<file path="src/sv/tgaenc_pkg.sv">
// Shared types, constants and byte tables of the TGA truecolor stream encoder.
package tgaenc_pkg;

  typedef enum logic [1:0] {
    MODE_START  = 2'd0,
    MODE_PIXEL  = 2'd1,
    MODE_FINISH = 2'd2
  } mode_t;

  typedef enum logic [1:0] {
    REG_IMAGE_WIDTH  = 2'd0,
    REG_IMAGE_HEIGHT = 2'd1,
    REG_ALPHA_EN     = 2'd2
  } reg_index_t;

  typedef enum logic [1:0] {
    CMD_HEADER = 2'd0,
    CMD_PIXEL  = 2'd1,
    CMD_FOOTER = 2'd2
  } cmd_kind_t;

  // One classified command; data is the pixel word, or the pixel count for a footer.
  typedef struct packed {
    cmd_kind_t   kind;
    logic [31:0] data;
  } cmd_t;

  localparam int unsigned QUEUE_DEPTH_DEFAULT = 2;

  localparam logic [4:0] HDR_LAST       = 5'd17;
  localparam logic [4:0] FTR_LAST       = 5'd25;
  localparam logic [4:0] FTR_PAD        = 5'd8;
  localparam logic [4:0] PIX_LAST_BGR   = 5'd2;
  localparam logic [4:0] PIX_LAST_BGRA  = 5'd3;
  localparam logic [7:0] HDR_IMAGE_TYPE = 8'd2;
  localparam logic [7:0] BPP_ALPHA      = 8'd32;
  localparam logic [7:0] BPP_NO_ALPHA   = 8'd24;
  localparam logic [31:0] COUNT_SAT     = 32'hFFFF_FFFF;

  function automatic logic [7:0] hdr_byte(input logic [4:0] idx, input logic [15:0] w,
                                          input logic [15:0] h, input logic alpha);
    logic [7:0] b;
    case (idx)
      5'd2:    b = HDR_IMAGE_TYPE;
      5'd12:   b = w[7:0];
      5'd13:   b = w[15:8];
      5'd14:   b = h[7:0];
      5'd15:   b = h[15:8];
      5'd16:   b = alpha ? BPP_ALPHA : BPP_NO_ALPHA;
      default: b = 8'h00;
    endcase
    return b;
  endfunction

  // "TRUEVISION-XFILE." followed by nul
  function automatic logic [7:0] sig_byte(input logic [4:0] k);
    logic [7:0] b;
    case (k)
      5'd0:    b = 8'h54;
      5'd1:    b = 8'h52;
      5'd2:    b = 8'h55;
      5'd3:    b = 8'h45;
      5'd4:    b = 8'h56;
      5'd5:    b = 8'h49;
      5'd6:    b = 8'h53;
      5'd7:    b = 8'h49;
      5'd8:    b = 8'h4F;
      5'd9:    b = 8'h4E;
      5'd10:   b = 8'h2D;
      5'd11:   b = 8'h58;
      5'd12:   b = 8'h46;
      5'd13:   b = 8'h49;
      5'd14:   b = 8'h4C;
      5'd15:   b = 8'h45;
      5'd16:   b = 8'h2E;
      default: b = 8'h00;
    endcase
    return b;
  endfunction

endpackage

</file>
<file path="src/sv/tgaenc_front.sv">
// Front end: accepts input transfers, keeps the pixel count, pushes commands.
module tgaenc_front import tgaenc_pkg::*; (
  input  logic        clk,
  input  logic        rst,
  input  logic        in_valid,
  output logic        in_stall,
  input  logic [1:0]  mode,
  input  logic [31:0] pixel,
  input  logic        q_full,
  output logic        q_push,
  output cmd_t        q_cmd
);

  logic [31:0] pixel_total;
  logic [31:0] pixel_total_next;
  logic        accept;

  assign in_stall = q_full;
  assign accept   = in_valid && !q_full;

  always_comb begin
    q_push           = 1'b0;
    q_cmd.kind       = CMD_HEADER;
    q_cmd.data       = pixel;
    pixel_total_next = pixel_total;
    case (mode)
      MODE_START: begin
        q_push           = accept;
        pixel_total_next = '0;
      end
      MODE_PIXEL: begin
        q_push     = accept;
        q_cmd.kind = CMD_PIXEL;
        if (pixel_total != COUNT_SAT) begin
          pixel_total_next = pixel_total + 32'd1;
        end
      end
      MODE_FINISH: begin
        q_push     = accept;
        q_cmd.kind = CMD_FOOTER;
        q_cmd.data = pixel_total;
      end
      default: begin
        // unused mode: taken and dropped
      end
    endcase
  end

  always_ff @(posedge clk) begin
    if (rst) begin
      pixel_total <= '0;
    end else if (accept) begin
      pixel_total <= pixel_total_next;
    end
  end

endmodule

</file>
<file path="src/sv/tgaenc_queue.sv">
// Small command queue between front and back ends.
module tgaenc_queue import tgaenc_pkg::*; #(
  parameter int unsigned DEPTH = QUEUE_DEPTH_DEFAULT
) (
  input  logic clk,
  input  logic rst,
  input  logic push,
  input  cmd_t push_cmd,
  output logic full,
  input  logic pop,
  output logic not_empty,
  output cmd_t pop_cmd
);

  localparam int unsigned PTR_W = (DEPTH > 1) ? $clog2(DEPTH) : 1;
  localparam int unsigned CNT_W = $clog2(DEPTH + 1);

  cmd_t             mem [DEPTH];
  logic [PTR_W-1:0] wr_ptr;
  logic [PTR_W-1:0] rd_ptr;
  logic [CNT_W-1:0] count;
  logic             do_push;
  logic             do_pop;

  assign full      = (count == CNT_W'(DEPTH));
  assign not_empty = (count != '0);
  assign do_push   = push && !full;
  assign do_pop    = pop && not_empty;
  assign pop_cmd   = mem[rd_ptr];

  always_ff @(posedge clk) begin
    if (do_push) begin
      mem[wr_ptr] <= push_cmd;
    end
  end

  always_ff @(posedge clk) begin
    if (rst) begin
      wr_ptr <= '0;
      rd_ptr <= '0;
      count  <= '0;
    end else begin
      if (do_push) begin
        wr_ptr <= (wr_ptr == PTR_W'(DEPTH - 1)) ? '0 : wr_ptr + PTR_W'(1);
      end
      if (do_pop) begin
        rd_ptr <= (rd_ptr == PTR_W'(DEPTH - 1)) ? '0 : rd_ptr + PTR_W'(1);
      end
      if (do_push && !do_pop) begin
        count <= count + CNT_W'(1);
      end else if (do_pop && !do_push) begin
        count <= count - CNT_W'(1);
      end
    end
  end

endmodule

</file>
<file path="src/sv/tgaenc_back.sv">
// Back end: config registers and the byte sequencer feeding the output register.
module tgaenc_back import tgaenc_pkg::*; (
  input  logic        clk,
  input  logic        rst,
  input  logic        cfg_we,
  input  logic [1:0]  cfg_index,
  input  logic [15:0] cfg_data,
  input  logic        q_not_empty,
  input  cmd_t        q_cmd,
  output logic        q_pop,
  output logic        out_valid,
  input  logic        out_stall,
  output logic [7:0]  out_byte,
  output logic        last_of_run,
  output logic        count_error
);

  logic [15:0] image_width;
  logic [15:0] image_height;
  logic        alpha_en;
  logic [31:0] expect_total;

  logic        busy;
  cmd_kind_t   kind;
  logic [31:0] data;
  logic        err;
  logic [4:0]  idx;

  logic        can_emit;
  logic        cur_last;
  logic [4:0]  last_idx;
  logic [7:0]  cur_byte;
  logic        load;

  always_ff @(posedge clk) begin
    if (rst) begin
      image_width  <= '0;
      image_height <= '0;
      alpha_en     <= 1'b1;
    end else if (cfg_we) begin
      case (cfg_index)
        REG_IMAGE_WIDTH:  image_width  <= cfg_data;
        REG_IMAGE_HEIGHT: image_height <= cfg_data;
        REG_ALPHA_EN:     alpha_en     <= cfg_data[0];
        default: ;
      endcase
    end
  end

  // width*height, registered; the user must keep config static while items flow, the block does not enforce it
  always_ff @(posedge clk) begin
    expect_total <= {16'h0000, image_width} * {16'h0000, image_height};
  end

  always_comb begin
    case (kind)
      CMD_HEADER: last_idx = HDR_LAST;
      CMD_PIXEL:  last_idx = alpha_en ? PIX_LAST_BGRA : PIX_LAST_BGR;
      default:    last_idx = FTR_LAST;
    endcase
  end

  always_comb begin
    case (kind)
      CMD_HEADER: cur_byte = hdr_byte(idx, image_width, image_height, alpha_en);
      CMD_PIXEL: begin
        case (idx[1:0])
          2'd0:    cur_byte = data[23:16];
          2'd1:    cur_byte = data[15:8];
          2'd2:    cur_byte = data[7:0];
          default: cur_byte = data[31:24];
        endcase
      end
      default: cur_byte = (idx < FTR_PAD) ? 8'h00 : sig_byte(idx - FTR_PAD);
    endcase
  end

  assign can_emit = !out_valid || !out_stall;
  assign cur_last = (idx == last_idx);
  assign load     = q_not_empty && (!busy || (can_emit && cur_last));
  assign q_pop    = load;

  always_ff @(posedge clk) begin
    if (rst) begin
      busy      <= 1'b0;
      out_valid <= 1'b0;
    end else begin
      if (busy && can_emit) begin
        out_valid <= 1'b1;
      end else if (can_emit) begin
        out_valid <= 1'b0;
      end
      // a new command takes over right behind the last byte of the current one
      if (load) begin
        busy <= 1'b1;
        idx  <= '0;
      end else if (busy && can_emit) begin
        idx <= idx + 5'd1;
        if (cur_last) begin
          busy <= 1'b0;
        end
      end
    end
  end

  always_ff @(posedge clk) begin
    if (busy && can_emit) begin
      out_byte    <= cur_byte;
      last_of_run <= cur_last;
      count_error <= (kind == CMD_FOOTER) && err;
    end
    if (load) begin
      kind <= q_cmd.kind;
      data <= q_cmd.data;
      err  <= (q_cmd.data != expect_total);
    end
  end

endmodule

</file>
<file path="src/sv/tga_truecolor_stream_encoder.sv">
// Top level of the uncompressed truecolor TGA stream encoder.
//
// Input channel (in_valid/in_stall, mode, pixel): one command per transfer.
//   start  -> 18 header bytes (type 2, LE width/height, 24 or 32 bpp)
//   pixel  -> B,G,R or B,G,R,A from a packed RGBA word
//   finish -> 26 footer bytes: 8 zeros, "TRUEVISION-XFILE." and a nul
//   mode 3 is taken and dropped, no output.
// Output channel (out_valid/out_stall): one byte per transfer; last_of_run
//   marks the final byte of each command, count_error is set on every footer
//   byte when the pixel count since the last start differs from width*height.
// Config: cfg_we writes register cfg_index (0 width, 1 height, 2 alpha) from
//   cfg_data; write only while the encoder is idle.
// Path: the first byte of a command passes the queue, the sequencer's command
//   register and the output register before it is valid.
//   Throughput is set by the back-end byte sequencer, one byte per cycle while
//   out_stall is low; a queued command follows right behind the last byte.
// Reset clears the queue, the sequencer, the pixel count and the config
//   (alpha on, width and height zero). A stalled receiver freezes the output
//   register; the front keeps taking commands until the queue fills, then
//   raises in_stall.
module tga_truecolor_stream_encoder import tgaenc_pkg::*; #(
  parameter int unsigned QUEUE_DEPTH = QUEUE_DEPTH_DEFAULT
) (
  input  logic        clk,
  input  logic        rst,
  input  logic        cfg_we,
  input  logic [1:0]  cfg_index,
  input  logic [15:0] cfg_data,
  input  logic        in_valid,
  output logic        in_stall,
  input  logic [1:0]  mode,
  input  logic [31:0] pixel,
  output logic        out_valid,
  input  logic        out_stall,
  output logic [7:0]  out_byte,
  output logic        last_of_run,
  output logic        count_error
);

  logic q_full;
  logic q_push;
  cmd_t q_push_cmd;
  logic q_pop;
  logic q_not_empty;
  cmd_t q_pop_cmd;

  // classify and count
  tgaenc_front u_front (
    .clk      (clk),
    .rst      (rst),
    .in_valid (in_valid),
    .in_stall (in_stall),
    .mode     (mode),
    .pixel    (pixel),
    .q_full   (q_full),
    .q_push   (q_push),
    .q_cmd    (q_push_cmd)
  );

  // decouples command intake from byte output
  tgaenc_queue #(
    .DEPTH (QUEUE_DEPTH)
  ) u_queue (
    .clk       (clk),
    .rst       (rst),
    .push      (q_push),
    .push_cmd  (q_push_cmd),
    .full      (q_full),
    .pop       (q_pop),
    .not_empty (q_not_empty),
    .pop_cmd   (q_pop_cmd)
  );

  // serialize bytes
  tgaenc_back u_back (
    .clk         (clk),
    .rst         (rst),
    .cfg_we      (cfg_we),
    .cfg_index   (cfg_index),
    .cfg_data    (cfg_data),
    .q_not_empty (q_not_empty),
    .q_cmd       (q_pop_cmd),
    .q_pop       (q_pop),
    .out_valid   (out_valid),
    .out_stall   (out_stall),
    .out_byte    (out_byte),
    .last_of_run (last_of_run),
    .count_error (count_error)
  );

endmodule

</file>
<file path="config.mk">
export PLATFORM = sky130hd
export DESIGN_NAME = tga_truecolor_stream_encoder
export DESIGN_NICKNAME = d
export VERILOG_FILES = /design/src/sv/tgaenc_pkg.sv /design/src/sv/tgaenc_front.sv /design/src/sv/tgaenc_queue.sv /design/src/sv/tgaenc_back.sv /design/src/sv/tga_truecolor_stream_encoder.sv
export SDC_FILE = /design/constraint.sdc
export NUM_CORES = 1
export LEC_CHECK = 0
export ABC_AREA = 1
export BUFFER_PORTS_ARGS = -buffer_cell sky130_fd_sc_hd__buf_2
export CAP_MARGIN = 20
export CORE_UTILIZATION = 55
export DETAILED_ROUTE_END_ITERATION = 7
export PLACE_DENSITY = 0.72
export SLEW_MARGIN = 0
export SYNTH_ARGS = -nofsm -noshare
export SYNTH_HDL_FRONTEND = slang
export SYNTH_SLANG_ARGS = --single-unit
</file>
<file path="constraint.sdc">
create_clock -name clk -period 4.8 [get_ports clk]
set_input_delay 0.96 -clock clk [delete_from_list [all_inputs] [get_ports clk]]
set_output_delay 0.96 -clock clk [all_outputs]
set_load 0.01 [all_outputs]
</file>
==> results.yml, run 1 <==
outcome:
  status: "complete, but fails checks"
  violations: "setup timing"
timing:
  finalSetupViolations: 20
  maxSlewViolCount: 0
  fin_skew_ns: 0.0161
  finalWorstSetupSlack_ns: -0.305
  tightestPinTransition_ns: 1.07
  max_slew_margin_pct: 28.4
  timing.final.crit_period_ns: 5.10
  fmax_mhz: 196
  fin_crit_sh_pct: 106
  finalHoldViolCount: 0
  whs_ns: 0.493
  rsz0062_at_grt: "yes"
logic_synthesis:
  ys_warn_count: 0
  ys_seq_area_share_pct: 29.6
  ys_ff_latch: 222
  syn_inst: 2438
  syn_area_sq_um: 19000
  avgSynthCellArea_sq_um: 7.81
  ys_types: 49
  synth-main-ff-cell: "edfxtp_1"
  ys_async_sr_fraction_pct: 0
  synth_edf_count: 118
  syn_nets: 2805
clock_tree:
  clk-insertion-delay-late_ns: 0.56
  path_clk_slew_ns: 0.06
  cts_tree: "done"
  cts_sinks: 222
  clock_tree.buffer_depth: 3
  cts_root_buffer: "clkbuf_16"
  h-tree-depth: 1
  numCtsBuffers: 26
setup_path:
  cpMostUsedCell: "fa_1"
  worstSetupPathType: "reg -> reg"
  crit_slowest_cell: "fa_1"
  startpoint_type: "flip-flop"
  end_kind: "flip-flop"
  cpPeakStageDelay_ns: 0.57
  worstPathRequired_ns: 5.25
  critPathMaxFanout: 6
  crit_chain: "buf_12, nand2_4, inv_2, fa_1, inv_2, fa_1, fa_2, inv_2, fa_1, fa_1, inv_1, fa_1, inv_2, ha_4, nand2_4, nor2_4, inv_4, nor2_4, nand4_1, nand3_2, nand2_1, inv_1, nor2_1"
  r2r_slack_ns: -0.30
  worstPathArrival_ns: 5.56
routing:
  wl_per_cell_um: 16.9
  drtIter0Drc: 1303
  wirelength_mm: 51.5
  viasPerCell: 5.29
  firstDrtPassIters: 5
  ant_nets: 0
  drc: 0
  num_vias: 16134
pwr:
  max-vdd-ir-drop_mv: 0.344
  sw_frac_of_total_pct: 35.0
  p_leak_nw: 11.4
  power.density_nw_per_um2: 294
  p_int_mw: 4.30
  power.switching_mw: 2.32
  comb_power_share_pct: 28.2
  p_clk_share_pct: 30.8
  seq_power_share_pct: 41.0
global_routing:
  grt_use_total_pct: 29.6
  grt_max_degree: 56
  overflow: 0
  grt_pass1_wl_mm: 83.1
  grt_pass1_vias: 16013
  antenna_found_initial: 1
floorplan:
  core_sq_um: 33800
  ioPinCount: 69
  floorplan.initialDensity_pct: 56.3
  fp.dieW_um: 188
  die_h_um: 188
  dieArea_sq_um: 35400
  row_count: 67
place:
  dp_hpwl_mm: 39.8
  routabilityCongestion: 0.907
  io_buffers: 68
layout:
  final_core_util_pct: 66.6
  antenna_cells: 0
  final_cell_mix: "679 x nand2_1, 458 x inv_1, 195 x nor2_1"
  finalNetCount: 2950
  multi_input_area_sq_um: 11800
  drive_above_1_share_pct: 16.8
  fill_cells: 2795
  mostFrequentLayoutCell: "nand2_1"
  register_area_sq_um: 5690
  syn2layout_area_growth_pct: 18.1
flow_run:
  cap_viol_max_count: 0
hold_path:
  hold_path.class: "reg -> reg"
final cells by class:
cell class / count / share of cell area (%)
multi-input combinational: 1631 / 52.6
timing repair buffer: 218 / 7.55
tap: 448 / 2.49
clock inverter: 16 / 0.868
sequential: 222 / 25.3
inverter: 484 / 8.10
clock buffer: 32 / 3.04
metal layers:
layer	GRT usage, %	vias to the layer above	wire length, um	part of all wire [%]
li1	-	7676	-	-
met1	40.9	7742	22100	43
met2	48.3	614	24000	46
met3	4.66	100	3920	7.6
met4	8.26	2	1500	2.9
met5	0	-	13	0.025
flip-flops by register name (all words and copies together), names as in the netlist, 2 cells and up, named ones only:
register	cells
u_front.pixel_total	32
u_back.image_width	16
u_back.image_height	16
u_queue.count	2
u_back.data	32
u_back.expect_total	32
u_back.idx	5
u_back.out_byte	8
u_back.kind	2
u_queue.mem	68
path summary, 6_finish.rpt:
kind / cells after the start / startpoint / end
worst max-delay path: 23 / u_back.image_width[8] / u_back.expect_total[20]
worst min-delay path: 2 / u_queue.count[1] / u_queue.count[1]
worst max register to register: 23 / u_back.image_width[8] / u_back.expect_total[20]
worst min register to register: 2 / u_queue.count[1] / u_queue.count[1]
per-stage QoR:
stage | cell area [sq um] | setup TNS [ns] | std cells | setup slack [ns] | power (mW)
after detailed placement | 20800 | -8.40 | 2977 | -0.486 | 4.50
after global routing | 22500 | -7.49 | 3051 | -0.446 | 6.92
final | 22500 | -4.24 | 3051 | -0.305 | 6.61
after CTS | 22100 | -2.13 | 3040 | -0.187 | 6.58
after floorplan | 19500 | -0.114 | 2438 | -0.0316 | 3.85
after global placement | 20800 | -8.12 | 2977 | -0.492 | 4.46
worst max-delay path: cells and delay by family (launching register included):
family	cells	cell delay [ns]
buf+inv	8	0.48
flops	1	0.37
simple gates	8	0.73
fa+ha+maj	7	3.43
Yosys cell counts, types with 4 or more instances:
master | number | share of area (%)
dfxtp_1 | 104 | 11
o21ai_0 | 116 | 3.0
nand2_1 | 710 | 14
inv_1 | 477 | 9.4
buf_1 | 16 | 0.32
xnor2_1 | 23 | 1.1
xor2_1 | 29 | 1.3
a21oi_1 | 64 | 1.7
inv_2 | 4 | 0.079
ha_1 | 116 | 7.6
nand3_1 | 81 | 2.1
nor2_1 | 213 | 4.2
nand4_1 | 15 | 0.49
clkbuf_1 | 76 | 1.5
edfxtp_1 | 118 | 19
nand2_2 | 4 | 0.13
a21oi_2 | 5 | 0.23
o21a_1 | 5 | 0.20
nor3_1 | 16 | 0.42
a31oi_1 | 8 | 0.26
fa_1 | 194 | 20
timing repair:
| item | CTS | global route |
|---|---|---|
| hold buffers | 0 | 0 |
| gates resized for setup | 116 | 69 |
| gates cloned | 1 | 1 |
| buffers inserted | 14 | 9 |
| endpoints found under the setup margin | 23 | 22 |
| pin swaps | 24 | 31 |
cells by family after synthesis:
| group | count (synthesis) | synth area share, % |
|---|---|---|
| AO/OA/AOI/OAI | 212 | 6.02 |
| AND/OR/NAND/NOR | 1057 | 22.2 |
| flip-flops | 222 | 29.6 |
| buffers and inverters | 585 | 11.8 |
| XOR/XNOR | 52 | 2.39 |
| adder cells (fa/ha/maj) | 310 | 28.0 |
power groups by stage:
stage | sequential [mW] | combinational, mW | clock, mW
after floorplan | 2.63 | 1.23 | 0
after global placement | 2.74 | 1.73 | 0
after detailed placement | 2.74 | 1.76 | 0
after CTS | 2.71 | 1.81 | 2.06
after global routing | 2.73 | 2.06 | 2.13
final | 2.71 | 1.86 | 2.04
No activity file was read; power rests on OpenSTA's default activity.
==> run 2, diff against run 1 <==
--- a/config.mk
+++ b/config.mk
@@ -5,7 +5,6 @@
 export SDC_FILE = /design/constraint.sdc
 export NUM_CORES = 1
 export LEC_CHECK = 0
-export ABC_AREA = 1
 export BUFFER_PORTS_ARGS = -buffer_cell sky130_fd_sc_hd__buf_2
 export CAP_MARGIN = 20
 export CORE_UTILIZATION = 55
==> results.yml, run 2 <==
setup_path:
  worstPathArrival_ns: 5.81
  crit_slowest_cell: "fa_1"
  worstPathRequired_ns: 5.28
  cp.buffers_inverters: 8
  crit_chain: "buf_6, buf_4, nand2_2, fa_1, inv_1, fa_1, inv_2, fa_1, inv_1, fa_2, fa_1, inv_1, fa_1, inv_2, ha_4, nand4_1, buf_4, nand3b_1, o221a_4, a211o_1, nand3_2"
  critPathMaxFanout: 6
  cpMostUsedCell: "fa_1"
  startpoint_type: "flip-flop"
  worstSetupPathType: "reg -> reg"
  cpPeakStageDelay_ns: 0.53
  end_kind: "flip-flop"
  path_delay_family: "adder cells"
layout:
  final_cell_mix: "262 x inv_1, 260 x nand2_1, 187 x fa_1"
  final_core_util_pct: 66.1
  mostFrequentLayoutCell: "inv_1"
  regMostFlops: "u_queue.mem"
  syn2layout_area_growth_pct: 17.1
  largest_reg_flops: 68
  antenna_cells: 0
  drive_above_1_share_pct: 22.6
  finalNetCount: 2358
clock_tree:
  h-tree-depth: 1
  cts_tree: "done"
  clock_tree.buffer_depth: 3
  cts_sinks: 222
  cts_root_buffer: "clkbuf_16"
  clk-insertion-delay-late_ns: 0.55
  cts_hold_buf: 0
  path_clk_slew_ns: 0.06
  numCtsBuffers: 24
logic_synthesis:
  synth_edf_count: 118
  yosys.area.top_type_share_pct: 21.7
  ys_ff_latch: 222
  syn_inst: 1821
  synth.most_common_cell: "inv_1"
  syn_area_sq_um: 17900
  ys_warn_count: 0
  syn_nets: 2188
  yosysTopAreaCell: "fa_1"
  synthTopCellsByCount: "273 x inv_1, 262 x nand2_1, 194 x fa_1"
  synth-main-ff-cell: "edfxtp_1"
  ys_async_sr_fraction_pct: 0
  ys_types: 70
  ys_seq_area_share_pct: 31.4
  avgSynthCellArea_sq_um: 9.85
  yosys-top-cells-area: "fa_1 22%, edfxtp_1 20%, dfxtp_1 12%"
routing:
  num_vias: 13279
  firstDrtPassIters: 6
  viasPerCell: 5.44
  drc: 0
  drtIter0Drc: 1124
  wirelength_mm: 43.5
  wl_per_cell_um: 17.8
  ant_nets: 0
timing:
  timing.final.crit_period_ns: 5.33
  fin_setup_tns_ns: -7.51
  fin_skew_ns: 0.0204
  tightestPinTransition_ns: 1.06
  max_slew_margin_pct: 29.6
  finalSetupViolations: 20
  fmax_mhz: 188
  maxSlewViolCount: 0
  rsz0062_at_grt: "yes"
  finalHoldViolCount: 0
  finalWorstSetupSlack_ns: -0.529
  fin_crit_sh_pct: 111
  whs_ns: 0.499
pwr:
  max-vdd-ir-drop_mv: 0.309
  power.density_nw_per_um2: 265
  p_total_mw: 5.56
  p_leak_nw: 9.45
hold_path:
  hold_path.class: "reg -> reg"
outcome:
  violations: "setup timing"
  status: "complete, but fails checks"
floorplan:
  floorplan.initialDensity_pct: 56.4
  die_h_um: 183
  row_count: 65
  fp.dieW_um: 183
  core_sq_um: 31800
  ioPinCount: 69
  dieArea_sq_um: 33300
global_routing:
  antenna_found_initial: 0
  grt_max_degree: 43
  grt_pass1_vias: 13716
  grt_pass1_wl_mm: 71.3
  overflow: 0
  grt_use_total_pct: 27.1
place:
  dp_hpwl_mm: 34.2
  io_buffers: 68
  routabilityCongestion: 0.920
flow_run:
  cap_viol_max_count: 0
## run 2: worst paths after layout
check / cells after the start / from / slack, ns / endpoint
max reg2reg: 21 / u_back.image_width[6] / -0.53 / u_back.expect_total[24]
min: 2 / u_back.busy / 0.50 / u_back.out_valid
max: 21 / u_back.image_width[6] / -0.53 / u_back.expect_total[24]
min reg2reg: 2 / u_back.busy / 0.50 / u_back.out_valid
## run 2: kinds of logic after synthesis
group,Yosys count,share of synthesized area [%]
AO/OA/AOI/OAI,217,7.70
XOR/XNOR,87,4.25
adder cells (fa/ha/maj),310,29.8
buffers and inverters,362,7.64
flip-flops,222,31.4
multiplexers,64,3.99
AND/OR/NAND/NOR,559,15.3
## run 2: cell type report
type                    instances  area [sq um]
inverters                     273          1020
clock inverters                10          91.3
flip-flops and latches        222          5690
well taps                     435           544
multi-input cells            1237         11400
fillers                      2492         10800
clock buffers                  33           647
repair buffers                233          1640
## run 2: timing repair
| item | CTS | global route |
|---|---|---|
| setup endpoints to repair | 22 | 22 |
| buffers inserted | 6 | 7 |
| cloned | 0 | 0 |
| pin swaps | 38 | 29 |
| gates resized for setup | 86 | 49 |
## run 2: worst min-delay path, cell delays in order, from the launching register on
cell	delay (ns)
dfxtp_1	0.35
nor2_1	0.05
nor2_1	0.07
## run 2: routing by layer
metal,up-vias,track usage (%),wire length [um]
met2,426,45.4,20800
met5,-,0,0
met4,0,10.6,1980
met1,6529,36.1,18500
li1,6229,-,-
met3,95,2.91,2210
## run 2: per-stage QoR
stage	setup WS [ns]	instance area, sq um	instances
floorplan	-0.440	18200	1821
global placement	-0.763	19700	2387
detailed placement	-0.796	19700	2388
CTS	-0.526	20800	2437
global route	-0.731	21000	2443
finish	-0.529	21000	2443
## run 2: power by group
part           switching [mW]  total [mW]  internal (mW)
Combinational           0.757        1.25          0.497
Sequential              0.183        2.56           2.38
Clock                   0.788        1.75          0.960
Total                    1.73        5.56           3.83
